==> config.mk <==
export PLATFORM = sky130hd
export DESIGN_NAME = free_block_fit_selector_unit
export DESIGN_NICKNAME = d
export VERILOG_FILES = /design/src/fbfs_pkg.sv /design/src/fbfs_store.sv /design/src/fbfs_pick.sv /design/src/free_block_fit_selector_unit.sv
export SDC_FILE = /design/constraint.sdc
export NUM_CORES = 2
export LEC_CHECK = 0
export BUFFER_PORTS_ARGS = -buffer_cell sky130_fd_sc_hd__buf_4
export CAP_MARGIN = 15
export CORE_UTILIZATION = 44
export CTS_CLUSTER_DIAMETER = 120
export CTS_CLUSTER_SIZE = 20
export DETAILED_ROUTE_END_ITERATION = 16
export PLACE_DENSITY = 0.7
export SLEW_MARGIN = 30
export SYNTH_ARGS = -nofsm -noshare
export SYNTH_HDL_FRONTEND = slang
export SYNTH_SLANG_ARGS = --single-unit
==> constraint.sdc <==
create_clock -name clock -period 11.7 [get_ports clock]
set_input_delay 0.585 -clock clock [delete_from_list [all_inputs] [get_ports clock]]
set_output_delay 0.585 -clock clock [all_outputs]
set_load 0.005 [all_outputs]
==> src/fbfs_pkg.sv <==
package fbfs_pkg;

   localparam int unsigned SIZE_W   = 32;
   localparam int unsigned POLICY_W = 2;
   localparam int unsigned ID_W     = 7;
   localparam int unsigned STATUS_W = 2;

   localparam logic KIND_APPEND = 1'b0;
   localparam logic KIND_FIT    = 1'b1;

   localparam logic [POLICY_W-1:0] POLICY_FIRST = 2'd0;
   localparam logic [POLICY_W-1:0] POLICY_BEST  = 2'd1;
   localparam logic [POLICY_W-1:0] POLICY_WORST = 2'd2;

   localparam logic [STATUS_W-1:0] STATUS_FOUND    = 2'd0;
   localparam logic [STATUS_W-1:0] STATUS_APPENDED = 2'd1;
   localparam logic [STATUS_W-1:0] STATUS_EMPTY    = 2'd2;
   localparam logic [STATUS_W-1:0] STATUS_FULL     = 2'd3;

   typedef enum logic [1:0] {
      ST_IDLE,
      ST_SCAN,
      ST_FINISH,
      ST_DONE
   } fbfs_state_type;

endpackage

==> src/fbfs_store.sv <==
module fbfs_store #(
   parameter int unsigned DEPTH = 64,
   parameter int unsigned AW    = 6
) (
   input  logic                            clock,
   input  logic                            wr_en,
   input  logic [AW-1:0]                   wr_addr,
   input  logic [fbfs_pkg::SIZE_W-1:0]     wr_data,
   input  logic                            rd_en,
   input  logic [AW-1:0]                   rd_addr,
   output logic [fbfs_pkg::SIZE_W-1:0]     rd_data
);

   logic [fbfs_pkg::SIZE_W-1:0] mem_ff [DEPTH];
   logic [fbfs_pkg::SIZE_W-1:0] rd_data_ff;

   always_ff @(posedge clock) begin
      if (wr_en) begin
         mem_ff[wr_addr] <= wr_data;
      end
   end

   always_ff @(posedge clock) begin
      if (rd_en) begin
         rd_data_ff <= mem_ff[rd_addr];
      end
   end

   assign rd_data = rd_data_ff;

endmodule

==> src/fbfs_pick.sv <==
module fbfs_pick #(
   parameter int unsigned AW = 6
) (
   input  logic                              clock,
   input  logic                              reset,
   input  logic                              clear,
   input  logic                              data_valid,
   input  logic [fbfs_pkg::SIZE_W-1:0]       data,
   input  logic [AW-1:0]                     data_pos,
   input  logic [fbfs_pkg::POLICY_W-1:0]     policy,
   input  logic [fbfs_pkg::SIZE_W-1:0]       need,
   output logic                              pick_found,
   output logic [AW-1:0]                     pick_pos
);

   logic                        found_ff;
   logic                        found_in;
   logic [AW-1:0]               pos_ff;
   logic [AW-1:0]               pos_in;
   logic [fbfs_pkg::SIZE_W-1:0] size_ff;
   logic [fbfs_pkg::SIZE_W-1:0] size_in;
   logic                        fits;
   logic                        better;

   always_comb begin
      fits = (data >= need);
      case (policy)
         fbfs_pkg::POLICY_BEST: begin
            better = !found_ff || (data < size_ff);
         end
         fbfs_pkg::POLICY_WORST: begin
            better = !found_ff || (data > size_ff);
         end
         default: begin
            // first fit, also for the unused policy code
            better = !found_ff;
         end
      endcase

      found_in = found_ff;
      pos_in   = pos_ff;
      size_in  = size_ff;
      if (clear) begin
         found_in = 1'b0;
      end else if (data_valid && fits && better) begin
         found_in = 1'b1;
         pos_in   = data_pos;
         size_in  = data;
      end
   end

   always_ff @(posedge clock) begin
      if (reset) begin
         found_ff <= 1'b0;
      end else begin
         found_ff <= found_in;
      end
   end

   always_ff @(posedge clock) begin
      pos_ff  <= pos_in;
      size_ff <= size_in;
   end

   assign pick_found = found_ff;
   assign pick_pos   = pos_ff;

endmodule

==> src/free_block_fit_selector_unit.sv <==
// channel  | direction | ports
// ---------+-----------+-----------------------------------------------------
// req      | in        | req_valid, req_stall, req_kind, req_policy,
//          |           | req_request_size
// rsp      | out       | rsp_valid, rsp_stall, rsp_block_id, rsp_status
//
// One item at a time. An append or an empty-table request passes its result
// through the result register and then the output register; a fit request on
// N stored blocks first runs the one-read-per-cycle scan of the block memory.
// Reset clears the block count and control; the memory is not cleared.
// req_stall is high while an item is in work; a stalled result waits in the
// output register while the next item is already taken.
module free_block_fit_selector_unit #(
   parameter int unsigned MAX_BLOCKS = 64
) (
   input  logic                              clock,
   input  logic                              reset,
   input  logic                              req_valid,
   output logic                              req_stall,
   input  logic                              req_kind,
   input  logic [fbfs_pkg::POLICY_W-1:0]     req_policy,
   input  logic [fbfs_pkg::SIZE_W-1:0]       req_request_size,
   output logic                              rsp_valid,
   input  logic                              rsp_stall,
   output logic [fbfs_pkg::ID_W-1:0]         rsp_block_id,
   output logic [fbfs_pkg::STATUS_W-1:0]     rsp_status
);

   localparam int unsigned AW = (MAX_BLOCKS > 1) ? $clog2(MAX_BLOCKS) : 1;
   localparam int unsigned CW = $clog2(MAX_BLOCKS + 1);

   function automatic logic [fbfs_pkg::ID_W-1:0] pos_to_id(input logic [CW-1:0] pos);
      logic [31:0] wide;
      wide = 32'(pos) + 32'd1;
      return wide[fbfs_pkg::ID_W-1:0];
   endfunction

   fbfs_pkg::fbfs_state_type state_ff, state_in;

   logic [CW-1:0]                   count_ff, count_in;
   logic [CW-1:0]                   rd_idx_ff, rd_idx_in;
   logic                            rd_pend_ff;
   logic [AW-1:0]                   rd_pos_ff;
   logic [fbfs_pkg::POLICY_W-1:0]   policy_ff, policy_in;
   logic [fbfs_pkg::SIZE_W-1:0]     size_ff, size_in;
   logic [fbfs_pkg::ID_W-1:0]       res_id_ff, res_id_in;
   logic [fbfs_pkg::STATUS_W-1:0]   res_status_ff, res_status_in;
   logic                            rsp_valid_ff, rsp_valid_in;
   logic [fbfs_pkg::ID_W-1:0]       rsp_block_id_ff, rsp_block_id_in;
   logic [fbfs_pkg::STATUS_W-1:0]   rsp_status_ff, rsp_status_in;

   logic                            accept;
   logic                            full;
   logic                            rsp_load;
   logic                            mem_wr_en;
   logic [fbfs_pkg::SIZE_W-1:0]     mem_wr_data;
   logic                            mem_rd_en;
   logic [fbfs_pkg::SIZE_W-1:0]     mem_rd_data;
   logic                            pick_clear;
   logic                            pick_found;
   logic [AW-1:0]                   pick_pos;

   fbfs_store #(
      .DEPTH (MAX_BLOCKS),
      .AW    (AW)
   ) u_store (
      .clock   (clock),
      .wr_en   (mem_wr_en),
      .wr_addr (count_ff[AW-1:0]),
      .wr_data (mem_wr_data),
      .rd_en   (mem_rd_en),
      .rd_addr (rd_idx_ff[AW-1:0]),
      .rd_data (mem_rd_data)
   );

   fbfs_pick #(
      .AW (AW)
   ) u_pick (
      .clock      (clock),
      .reset      (reset),
      .clear      (pick_clear),
      .data_valid (rd_pend_ff),
      .data       (mem_rd_data),
      .data_pos   (rd_pos_ff),
      .policy     (policy_ff),
      .need       (size_ff),
      .pick_found (pick_found),
      .pick_pos   (pick_pos)
   );

   assign req_stall = (state_ff != fbfs_pkg::ST_IDLE);
   assign accept    = req_valid && !req_stall;
   assign full      = (count_ff == CW'(MAX_BLOCKS));

   always_comb begin
      state_in        = state_ff;
      count_in        = count_ff;
      rd_idx_in       = rd_idx_ff;
      policy_in       = policy_ff;
      size_in         = size_ff;
      res_id_in       = res_id_ff;
      res_status_in   = res_status_ff;
      mem_wr_en       = 1'b0;
      mem_wr_data     = size_ff;
      mem_rd_en       = 1'b0;
      pick_clear      = 1'b0;
      rsp_load        = 1'b0;

      case (state_ff)
         fbfs_pkg::ST_IDLE: begin
            if (accept) begin
               policy_in  = req_policy;
               size_in    = req_request_size;
               rd_idx_in  = '0;
               pick_clear = 1'b1;
               if (req_kind == fbfs_pkg::KIND_APPEND) begin
                  if (full) begin
                     res_id_in     = '0;
                     res_status_in = fbfs_pkg::STATUS_FULL;
                  end else begin
                     mem_wr_en     = 1'b1;
                     mem_wr_data   = req_request_size;
                     count_in      = count_ff + CW'(1);
                     res_id_in     = pos_to_id(count_ff);
                     res_status_in = fbfs_pkg::STATUS_APPENDED;
                  end
                  state_in = fbfs_pkg::ST_DONE;
               end else if (count_ff == '0) begin
                  res_id_in     = '0;
                  res_status_in = fbfs_pkg::STATUS_EMPTY;
                  state_in      = fbfs_pkg::ST_DONE;
               end else begin
                  state_in = fbfs_pkg::ST_SCAN;
               end
            end
         end
         fbfs_pkg::ST_SCAN: begin
            if (rd_idx_ff != count_ff) begin
               mem_rd_en = 1'b1;
               rd_idx_in = rd_idx_ff + CW'(1);
            end else if (!rd_pend_ff) begin
               // last read data has been folded into the pick
               state_in = fbfs_pkg::ST_FINISH;
            end
         end
         fbfs_pkg::ST_FINISH: begin
            if (pick_found) begin
               res_id_in     = pos_to_id(CW'(pick_pos));
               res_status_in = fbfs_pkg::STATUS_FOUND;
            end else if (full) begin
               res_id_in     = '0;
               res_status_in = fbfs_pkg::STATUS_FULL;
            end else begin
               mem_wr_en     = 1'b1;
               count_in      = count_ff + CW'(1);
               res_id_in     = pos_to_id(count_ff);
               res_status_in = fbfs_pkg::STATUS_APPENDED;
            end
            state_in = fbfs_pkg::ST_DONE;
         end
         fbfs_pkg::ST_DONE: begin
            if (!rsp_valid_ff || !rsp_stall) begin
               rsp_load = 1'b1;
               state_in = fbfs_pkg::ST_IDLE;
            end
         end
         default: begin
            state_in = fbfs_pkg::ST_IDLE;
         end
      endcase

      rsp_block_id_in = rsp_block_id_ff;
      rsp_status_in   = rsp_status_ff;
      rsp_valid_in    = rsp_valid_ff;
      if (rsp_load) begin
         rsp_valid_in    = 1'b1;
         rsp_block_id_in = res_id_ff;
         rsp_status_in   = res_status_ff;
      end else if (rsp_valid_ff && !rsp_stall) begin
         rsp_valid_in = 1'b0;
      end
   end

   always_ff @(posedge clock) begin
      if (reset) begin
         state_ff     <= fbfs_pkg::ST_IDLE;
         count_ff     <= '0;
         rd_pend_ff   <= 1'b0;
         rsp_valid_ff <= 1'b0;
      end else begin
         state_ff     <= state_in;
         count_ff     <= count_in;
         rd_pend_ff   <= mem_rd_en;
         rsp_valid_ff <= rsp_valid_in;
      end
   end

   always_ff @(posedge clock) begin
      rd_idx_ff       <= rd_idx_in;
      rd_pos_ff       <= rd_idx_ff[AW-1:0];
      policy_ff       <= policy_in;
      size_ff         <= size_in;
      res_id_ff       <= res_id_in;
      res_status_ff   <= res_status_in;
      rsp_block_id_ff <= rsp_block_id_in;
      rsp_status_ff   <= rsp_status_in;
   end

   assign rsp_valid    = rsp_valid_ff;
   assign rsp_block_id = rsp_block_id_ff;
   assign rsp_status   = rsp_status_ff;

endmodule

After elaboration in Yosys (flattened, before gate mapping)
Memories as Yosys holds them, arrays and structs flattened. A register that Yosys moved wholly into a read port is not among the register bits.
Cells that the tools add are included.
W data, S select, Z words.
- muxes and demuxes: 47
- magnitude comparators: 3
- $mul: 0
- shifts and indexed selects: 0
- reductions and logical operators: 24
- add/sub/neg operators: 4
- equal/unequal tests: 15
- divide/modulo/power cells: 0
- bitwise operators: 1
- operator list (cell ; number):
    $mux W32 ; 4
    $mux W7 ; 11
    $pmux W7 S2 ; 3
    $ge A32 B32 Y1 ; 1
    $gt A32 B32 Y1 ; 1
    $lt A32 B32 Y1 ; 1
    $mux W2 ; 11
    $add A7 B1 Y7 const B ; 3
    $mux W1 ; 14
    $ne A2 B2 Y1 const B ; 7
    $pmux W2 S4 ; 1
    $reduce_and A4 Y1 ; 2
    $reduce_bool A2 Y1 ; 4
    $add A6 B1 Y7 const B ; 1
    $eq A7 B7 Y1 const B ; 1
    $logic_not A7 Y1 ; 1
    $ne A7 B7 Y1 ; 1
    $eq A2 B2 Y1 const B ; 3
    $reduce_and A3 Y1 ; 2
    $eq A2 B1 Y1 const B ; 2
    $logic_and A1 B1 Y1 ; 4
    $logic_not A1 Y1 ; 4
    $pmux W1 S2 ; 2
    $pmux W2 S2 ; 1
    6 further kinds ; 9
- memory bits (writable): 2048
- output and inout bits: 11
- word-level logic and storage cells: 110
- bits in latches: 0
- flip-flop bits (word level): 115
- memories: 1
- bits in read-only memories: 0
- bits of input ports: 39
- memories (memory ; words ; bits a word ; read ports ; clocked after memory_dff ; wr ports ; RTL line ; RTL):
    u_store.mem_ff ; 64 ; 32 ; 1 ; 1 ; 1 ; fbfs_store.sv:14 ; logic [fbfs_pkg::SIZE_W-1:0] mem_ff [DEPTH];

Depth between registers and ports, before layout
- depth after elaboration: 7
- gate-level depth with buffers: 10
- depth with buffers taken out: 8

Hierarchy
From an unflattened synthesis, not the netlist that was laid out.
- cell total of the unflattened synthesis: 3865
- area total of the unflattened synthesis: 85311.8 sq um
- by module, submodules not included (module ; instances ; cells each ; area each (sq um) ; sequential area each (sq um)):
    fbfs_store ; 1 ; 3324 ; 78835.6 ; 62459.9
    free_block_fit_selector_unit ; 1 ; 261 ; 3604.7 ; 2112.0
    fbfs_pick ; 1 ; 280 ; 2871.5 ; 1161.1

Worst setup path before layout
Ideal clock, no wire load.
- path kind: reg2reg
- from: register u_store.rd_data_ff (netlist bit u_store.rd_data[11]), read port of u_store.mem_ff
- to: register u_pick.pos_ff[0] (netlist: u_pick.pick_pos[0]) (enable)
- library setup time: 0.491 ns
- period minus slack after synthesis: 5.068 ns
- required time: 11.209 ns
- stages on the path, launching flop included: 8
- path buffers: 0
- arrival time: 4.576 ns
- setup slack: 6.632 ns
- cells stage by stage: edfxtp_1 -> ha_1 -> a21oi_1 -> o21a_1 -> o2bb2ai_1 -> o41a_1 -> o31a_1 -> a211oi_1
- cells in the longest elaborated chain, start to end: 5
- elaborated cells on any way between the ends: 9
- classes of those cells: order compare: 3; mux: 1; reduce/logical: 5
- RTL lines (element ; RTL line ; RTL):
    from (decl) ; fbfs_store.sv:15 ; logic [fbfs_pkg::SIZE_W-1:0] rd_data_ff;
    $gt A32 B32 Y1 / $lt A32 B32 Y1 (equally long branches) ; fbfs_pick.sv:32, fbfs_pick.sv:29 ;
    $logic_or A1 B1 Y1 (on tied branches) ; fbfs_pick.sv:32, fbfs_pick.sv:29 ;
    $pmux W1 S2 ; fbfs_pick.sv:27 ; case (policy)
    $logic_and A1 B1 Y1 (*) ; fbfs_pick.sv:45 ; end else if (data_valid && fits && better) begin
    $reduce_and A2 Y1 (no line) (*) ; -- ;
    to (signal assigned) ; fbfs_pick.sv:61 ; pos_ff <= pos_in;
    to (decl) ; fbfs_pick.sv:18 ; logic [AW-1:0] pos_ff;
Mark *: on every way between the ends. The rest lies on a longest branch, timed or not.
A chain may end at the register's enable or synchronous reset.

Worst setup path in the final report
- from: register rd_idx_ff[1]
- to: register u_store.rd_data_ff (netlist bit u_store.rd_data[24]), read port of u_store.mem_ff, data pin
- cells in the longest elaborated chain, start to end: 3
- RTL lines (element ; RTL line ; RTL):
    from (decl) ; free_block_fit_selector_unit.sv:41 ; logic [CW-1:0] rd_idx_ff, rd_idx_in;
    from (signal assigned) ; free_block_fit_selector_unit.sv:199 ; rd_idx_ff <= rd_idx_in;
    $ne A7 B7 Y1 ; free_block_fit_selector_unit.sv:138 ; if (rd_idx_ff != count_ff) begin
    $mux W1 ; free_block_fit_selector_unit.sv:138 ;
    $mux W1 ; free_block_fit_selector_unit.sv:109 ; case (state_ff)
Several ways; a longest one is shown, not always the timed one.

==> impl_metrics.json <==
{
  "synthesis.area_um2": 84700,
  "power_frac_clock_pct": 20.8,
  "vdd_drop_max_mv": 0.207,
  "drv_cap": 0,
  "rsz0062_at_grt": "no",
  "wire_per_inst_um": 32.9,
  "power_density_nw_per_um2": 219,
  "cp_top_family": "multiplexers",
  "portBuffers": 49,
  "hold_violations": 0,
  "seq_area_frac_synth_pct": 77.6,
  "synthCells": 3541,
  "synthFlopType": "edfxtp_1",
  "multiInputGateArea_um2": 18800,
  "post_cts_resize_count": 0,
  "cpMostUsedCell": "mux4_2",
  "timing.fmax_mhz": 215,
  "drc": 0,
  "area_growth_pct": 9.62,
  "hp-class": "in -> reg",
  "drtPass1Iterations": 5,
  "postSynthAreaPerCell_um2": 23.9,
  "synth_nets": 3653,
  "vias": 38400,
  "slowest_stage": "edfxtp_1",
  "worstHoldStart": "req_request_size[7]",
  "power.leakage_nw": 28.1,
  "wl_um": 205000,
  "synth_edf_count": 2177,
  "post-dp-hpwl_um": 107000,
  "grt_pass1_vias": 38200,
  "clock_latency_ps": 780,
  "cts_tree": "yes",
  "path_max_fanout": 139,
  "period_minus_slack_ps": 4640,
  "h-tree-depth": 3,
  "regArea_um2": 65700,
  "cts_root_buffer": "clkbuf_16",
  "critPathCaptureType": "register",
  "synth_async_sr_flop_share_pct": 0,
  "via_per_inst": 6.16,
  "swShare_pct": 29.9,
  "synth_cell_types": 48,
  "start_kind": "register",
  "coreArea_um2": 191000,
  "final_util_pct": 48.7,
  "dieWidth_um": 441,
  "final_nets": 3802,
  "setup_viol": 0,
  "net-switching-power_w": 0.00607,
  "drive_above_1_share_pct": 29.0,
  "maxSlewHeadroom_pct": 29.6,
  "dpl_cell_area_um2": 89400,
  "status": "finished, final reports clean",
  "grtUsageTotal_pct": 21.1,
  "clock_skew_ps": 22.5,
  "antenna_found_initial": 16,
  "rows": 160,
  "totalPowerFinal_w": 0.0203,
  "pwr-share-comb_pct": 31.0,
  "crit_type": "reg -> reg",
  "internal_power_w": 0.0142,
  "die_h_um": 441,
  "cp.arrival_ps": 5140,
  "place.gp.congestion": 0.883,
  "slowest_delay_ps": 1050,
  "yosys_warnings": 0,
  "cts_max_path_buffers": 3,
  "grt-ovfl-total": 0,
  "drtIter0Drc": 4861,
  "synth-seq-cells": 2195,
  "setup-tns-final_ps": 0,
  "grt_pass1_wl_um": 287000,
  "path_cells": "buf_12 > buf_4 > mux4_2 > mux4_2 > mux4_2",
  "die-area_um2": 194000,
  "final_area_um2": 92900,
  "ios": 50,
  "critPathLaunch": "rd_idx_ff[1]",
  "clk_pin_slew_ps": 90,
  "rr_startpoint": "rd_idx_ff[1]",
  "cts_buffers": 119,
  "fin_crit_sh_pct": 39.7,
  "path_buf_inv": 2,
  "cp.required_ps": 12200,
  "floorplan.initialDensity_pct": 44.4,
  "drv_slew": 0,
  "whs_ps": 42.7,
  "grt_max_degree": 140,
  "cts.sinks": 2195,
  "detail-route-antenna-nets": 0,
  "p_seq_share_pct": 48.2,
  "num-fill-cells": 14700,
  "worst_pin_slew_ps": 1060
}
-- state kept, by name, summed over array words and instances, names as in the netlist --
register,count
count_ff,7
res_status_ff,2
rsp_block_id,7
rsp_valid,1
rd_pos_ff,6
u_pick.size_ff,32
u_pick.pick_found,1
policy_ff,2
u_store.rd_data,32
u_pick.pick_pos,6
size_ff,32
rd_pend_ff,1
u_store.mem_ff,2048
state_ff,2
rsp_status,2
rd_idx_ff,7
res_id_ff,7
-- kinds of logic after synthesis --
group | Yosys count | synth area share (%)
and+or+nand+nor | 224 | 1.18
buffers and inverters | 244 | 1.22
muxes | 675 | 17.9
xor gates and xnor gates | 27 | 0.279
DFF | 2195 | 77.6
adders and majority gates | 73 | 1.08
AOI/OAI and AO/OA | 103 | 0.743
-- power by group through the flow --
| stage | clock network [W] | registers (W) | logic, W |
|---|---|---|---|
| after global placement | 0 | 0.00996 | 0.00611 |
| after detailed placement | 0 | 0.00997 | 0.00624 |
| final | 0.00422 | 0.00978 | 0.00628 |
| after global routing | 0.00451 | 0.00980 | 0.00667 |
| after floorplan | 0 | 0.00994 | 0.00423 |
| after CTS | 0.00428 | 0.00979 | 0.00626 |
-- Yosys cell counts (all sizes together), types with 8 or more instances --
library cell,count,area (µm²)
buf,78,407
xnor2,16,140
nand2,66,248
nand3,19,95.1
xor2,11,96.3
inv,75,282
a21oi,26,130
and2,8,50.1
ha,73,913
o21ai,38,190
clkbuf,91,342
dfxtp,18,360
nand4,10,62.6
nor2,91,342
mux4,672,15100
edfxtp,2177,65400
-- final timing paths --
kind / endpoint / slack [ps] / cells after the start
worst max-delay path: u_store.rd_data[24] / 7060 / 5
worst min-delay path: size_ff[7] / 40 / 1
worst max register to register: u_store.rd_data[24] / 7060 / 5
worst min register to register: u_pick.pick_pos[3] / 410 / 0
-- metrics by stage --
step                      worst slack [ps]  instances
after floorplan                       6630       3541
after global placement                6920       6054
after detailed placement              6820       6055
after CTS                             6800       6224
after global routing                  6990       6228
final                                 7060       6230
-- routing by layer --
metal | track usage, % | part of all wire [%]
met2 | 33.6 | 48
met1 | 28.9 | 39
met4 | 6.26 | 3.0
met3 | 5.32 | 10
met5 | 0 | 0.013
-- final cells by class --
cell class              instances  share of cell area, %
diodes                          3                0.00809
clock buffers                 144                   3.38
clock inverters                 3                 0.0499
inverters                      75                  0.303
multi-input cells            1102                   20.3
flip-flops and latches       2195                   70.8
well taps                    2511                   3.38
repair buffers                197                   1.84
-- worst reg2reg max path: stages (launching register included) --
cell	delay (ps)
edfxtp_1	1050
buf_12	660
buf_4	1040
mux4_2	490
mux4_2	620
mux4_2	510
-- cells in the final DEF, fill, tap and decap left out, types with 22 or more instances in the layout --
cell type	instances
edfxtp_1	2177
mux4_2	672
buf_4	159
clkbuf_16	122
inv_1	74
ha_1	73
nand2_1	66
nor2_4	64
o21ai_4	31
nor2_1	27
a21oi_1	25
clkbuf_1	22
dlygate4sd3_1	22
-- timing repair --
action	in CTS	in global routing
hold buffers	22	0
setup buffers	0	0
hold endpoints to repair	22	0
Note: power is estimated with default switching activity, not from simulation.
